<file path="src/hdl/trie_ram.sv">
// Generic single-write, single-read synchronous RAM with a registered read.
// No dependencies.
`timescale 1ns / 1ps

module trie_ram #(
    parameter int WIDTH = 8,
    parameter int DEPTH = 16,
    localparam int AW = (DEPTH > 1) ? $clog2(DEPTH) : 1
) (
    input  logic             i_clk,
    input  logic             i_we,
    input  logic [AW-1:0]    i_waddr,
    input  logic [WIDTH-1:0] i_wdata,
    input  logic             i_re,
    input  logic [AW-1:0]    i_raddr,
    output logic [WIDTH-1:0] o_rdata
);

    logic [WIDTH-1:0] r_mem [DEPTH];
    logic [WIDTH-1:0] r_rdata;

    always_ff @(posedge i_clk) begin
        if (i_we) begin
            r_mem[i_waddr] <= i_wdata;
        end
        if (i_re) begin
            r_rdata <= r_mem[i_raddr];
        end
    end

    assign o_rdata = r_rdata;

endmodule
</file>
<file path="config.mk">
export PLATFORM = sky130hd
export DESIGN_NAME = trie_ram
export DESIGN_NICKNAME = d
export VERILOG_FILES = /design/src/hdl/trie_ram.sv
export SDC_FILE = /design/constraint.sdc
export NUM_CORES = 1
export LEC_CHECK = 0
export BUFFER_PORTS_ARGS = -buffer_cell sky130_fd_sc_hd__buf_2
export CELL_PAD_IN_SITES_DETAIL_PLACEMENT = 0
export CELL_PAD_IN_SITES_GLOBAL_PLACEMENT = 1
export CORE_ASPECT_RATIO = 1.5
export CORE_MARGIN = 1.5
export CORE_UTILIZATION = 29
export CTS_BUF_LIST = sky130_fd_sc_hd__clkbuf_4 sky130_fd_sc_hd__clkbuf_8
export DETAILED_ROUTE_END_ITERATION = 8
export PLACE_DENSITY_LB_ADDON = 0.1
export SETUP_SLACK_MARGIN = 0.4
export SLEW_MARGIN = 10
export SYNTH_ARGS = -nofsm -noshare
export SYNTH_HDL_FRONTEND = slang
export SYNTH_SLANG_ARGS = --single-unit
</file>
<file path="constraint.sdc">
create_clock -name i_clk -period 2 [get_ports i_clk]
set_clock_uncertainty 0.2 [all_clocks]
set_input_delay 0.4 -clock i_clk [delete_from_list [all_inputs] [get_ports i_clk]]
set_output_delay 0.4 -clock i_clk [all_outputs]
set_load 0.1 [all_outputs]
</file>
Yosys cells after proc, flatten, opt, wreduce, memory -nomap -nowiden
Memories as Yosys holds them, arrays and structs flattened. A register that Yosys moved wholly into a read port is not among the register bits.
Cells that the tools add are included.
{"block": "word_totals", "memories": 1, "inputBits": 19, "word_cells": 3, "reg_bits": 0, "ram_bits": 128}
{"block": "classes", "mux": 2}
{"name": "r_mem", "words": 16, "width": 8, "read_ports": 1, "rd_clocked_by_memory_dff": 1, "wr": 1, "line": "19", "text": "logic [WIDTH-1:0] r_mem [DEPTH];"}
{"cell": "$mux W1", "count": 2}

Depth between registers and ports, before layout
{"block": "depth", "word_depth": 2, "mapped_depth": 5}

Worst setup path after synthesis
Ideal clock, no wire load.
{"block": "synth_timing", "path_kind": "input to register", "startpoint": "input port i_waddr[2]", "endpoint": "memory r_mem[0][0] (enable)", "cell_stages": 2, "arrival_time_ns": 1.510, "setup_slack_ns": -0.093, "required_time_ns": 1.417, "cell_sequence": "or3b_2 -> nor3_1"}
{"item": "start, declared", "line": "12", "text": "input logic [AW-1:0] i_waddr,"}
{"item": "end, declared", "line": "19"}
Straight into the memory's write port.

Final worst setup path
{"block": "layout_timing", "startpoint": "register r_rdata[5] (netlist: o_rdata[5]), read port of r_mem", "endpoint": "output port o_rdata[5]"}
{"item": "start, declared", "line": "20", "text": "logic [WIDTH-1:0] r_rdata;"}
{"item": "end, declared", "line": "16", "text": "output logic [WIDTH-1:0] o_rdata"}
No word-level cell between the ends.

==> key figures <==
Route
  • Pre-Repair DR Iteration Count: 6
  • Total number of vias: 2382
  • Post-DRT Antenna Nets: 0
  • Final WL: ~11 mm
  • # DRC: 0
  • DR vias/cell: about 4.6
  • DR WL/cell: 21.9 µm
  • Iteration-0 DRC Markers: 143

Floorplanning
  • Die width: 113 µm
  • # rows: 60
  • Boundary Pins: 27
  • Core Area: 17800 µm²
  • Initial Util: 29.4%
  • Die Y-Extent: 167 µm
  • Total die area: 18900 µm²

Worst setup path
  • WP data required: 1.40 ns
  • Reg2reg path depth: 3
  • CP peak stage delay: 0.43 ns
  • RR Startpoint: r_mem[2][1]
  • Crit Reg-Reg Endpoint: o_rdata[1]
  • CP endpoint kind: output port
  • CP arrival: 1.06 ns
  • Critical path class: reg2out
  • Crit-path cells: buf_6
  • Crit-path max FO: 1
  • CP bufs+invs: 1
  • Slowest-stage cell, CP: edfxtp_1
  • Cell family with most CP delay: flip-flops
  • CP Depth: 1
  • Worst setup SP type: flip-flop
  • R2R Setup Slk: 0.40 ns

Global routing
  • First-pass GRT wire length: approximately 17 mm
  • Gr ovfl total: 0
  • Vias in the first global route: 2659
  • Initial antenna violation count: 0
  • Global-route usage over all layers: 13.3%
  • Largest net degree at the start of global routing: 26

Place
  • GP Congestion: 0.678
  • Post-DP HPWL: 7.81 mm
  • Port buffer count: 26

Timing
  • Tmin final: around 1.7 ns
  • Final setup fails: 0
  • Fmax: 604 MHz
  • Worst hold slack: 0.147 ns
  • Final Hold Viols: 0
  • Max_slew headroom: between 40% and 50%
  • RSZ-0062 raised after global routing: true
  • Final Max Slew Viols: 0
  • Least-Margin Pin Slew: 0.894 ns
  • Final Cycle Share: 82.8%

Clock tree
  • CTS clk-pin slew, worst paths: 0.09 ns
  • Root Buffer: clkbuf_8
  • CTS tree: yes
  • Max Root-Sink Buffers: 2
  • CTS Buf Count: 17
  • Htree depth: 4
  • Post-CTS Setup Inserts: 0
  • Clk sinks: about 140
  • Clock latency on the worst-skew pair: between 0.4 and 0.5 ns

Final layout
  • Inserted Diodes: 0
  • Fillers: 1633
  • Share of cells above drive strength 1: 43.4%
  • Most common cell after layout, fill and taps aside: edfxtp_1
  • Nets: 308
  • Multi-input logic area: 1110 µm²
  • Final Util: a little over a third
  • FF+latch area: 4080 µm²
  • Area delta synth->final: 20.7%
  • Commonest cells after routing, fill and taps aside: edfxtp_1 (136), mux4_2 (31), clkbuf_8 (17), buf_2 (17), buf_4 (17)

Synthesis
  • Synthesis Warnings: 0
  • Mapped Nets: 248
  • Sequential area share after synthesis: between 70% and 80%
  • Cell variety after synth: 18
  • Mapped cell area: 5230 µm²
  • #FFs+latches synth: 136
  • Synth Instances: 229
  • Post-synth top flop: edfxtp_1
  • Largest cells by area after synthesis: edfxtp_1 (78%), mux4_2 (7.8%), mux4_1 (7.0%)
  • Post-synth EDFFs: 136
  • Post-synth top area cell: edfxtp_1
  • Yosys top cell area share: 78.1%
  • Synth async-reset ratio: 0%
  • Syn_area_per_cell: 22.8 µm²

Job
  • Max-Cap Viols: 0

Pwr
  • Total power: 5.77 mW
  • Power Density: 915 nW/µm²
  • P_leak: between 2 and 2.5 nW
  • VDD IR max: roughly 310 µV

Hold path
  • HP Start: i_re
  • Worst hold path depth: 1
  • HP Class: in2reg
  • Hold EP: o_rdata[4]

Run status
  • Status: finished, final reports clean
## cell usage after synthesis, drive strengths merged, types with 2 or more instances
cell type      number
clkdlybuf4s25       3
edfxtp            136
buf                 7
nand2               9
nor3                4
mux4               32
nand3b              2
a22oi              16
nor2               13
nand2b              2
## cell families after synthesis
family / Yosys count / synth area share, %
muxes: 32 / 14.8
AOI/OAI and AO/OA: 16 / 2.30
DFF: 136 / 78.1
and+or+nand+nor: 35 / 3.14
buffers and inverters: 10 / 1.65
## worst max-delay path by stage
stage / endpoint / slack (ns) / start
after floorplan: o_rdata[1] / 0.20 / i_raddr[0]
after global placement: o_rdata[4] / -0.14 / i_raddr[0]
after detailed placement: o_rdata[1] / -0.14 / i_raddr[0]
after CTS: o_rdata[6] / 0.29 / o_rdata[6]
after global routing: o_rdata[6] / 0.28 / o_rdata[6]
final: o_rdata[5] / 0.34 / o_rdata[5]
## worst reg2reg max path: stages (launching register included)
cell      delay [ns]
edfxtp_1        0.36
mux4_2          0.47
a22oi_2         0.22
nand2_1         0.10
## cell type report
| type | count | area share [%] |
|---|---|---|
| Timing Repair Buffer | 51 | 7.50 |
| Clock buffer | 18 | 3.83 |
| Clock inverter | 14 | 1.98 |
| Sequential cell | 136 | 64.7 |
| Multi-Input combinational cell | 83 | 17.6 |
| Tap cell | 217 | 4.30 |
## per-stage QoR
| step | setup slack [ns] | area [µm²] | instances | TNS (ns) |
|---|---|---|---|---|
| 4_1_cts | 0.288 | 6290 | 519 | 0 |
| 3_3_place_gp | -0.138 | 5800 | 486 | -0.866 |
| 3_5_place_dp | -0.138 | 5800 | 486 | -0.860 |
| 2_1_floorplan | 0.200 | 5260 | 229 | 0 |
| 5_1_grt | 0.283 | 6310 | 519 | 0 |
| 6_report | 0.343 | 6310 | 519 | 0 |
## timing repair
item,CTS,global route
cloned,1,0
pin swaps,2,1
hold buffers,0,0
gates resized for setup,28,3
endpoints found under the setup margin,16,16
## routing by layer
layer	track usage (%)	share of wire, %	vias up
met5	0	0	-
met4	5.45	1.3	0
met3	2.75	2.2	8
met2	23.6	56	44
met1	15.5	40	1237
li1	-	-	1093
## registers in the layout (all words and copies together), names as in the netlist
signal,flops
o_rdata,8
r_mem,128
## power breakdown
part / internal (mW) / total [mW] / switching, mW
combinational: 0.177 / 0.471 / 0.294
clock: 1.00 / 2.07 / 1.07
sequential: 3.21 / 3.23 / 0.0187
total: 4.38 / 5.77 / 1.39
(Power assumes the default switching activity.)
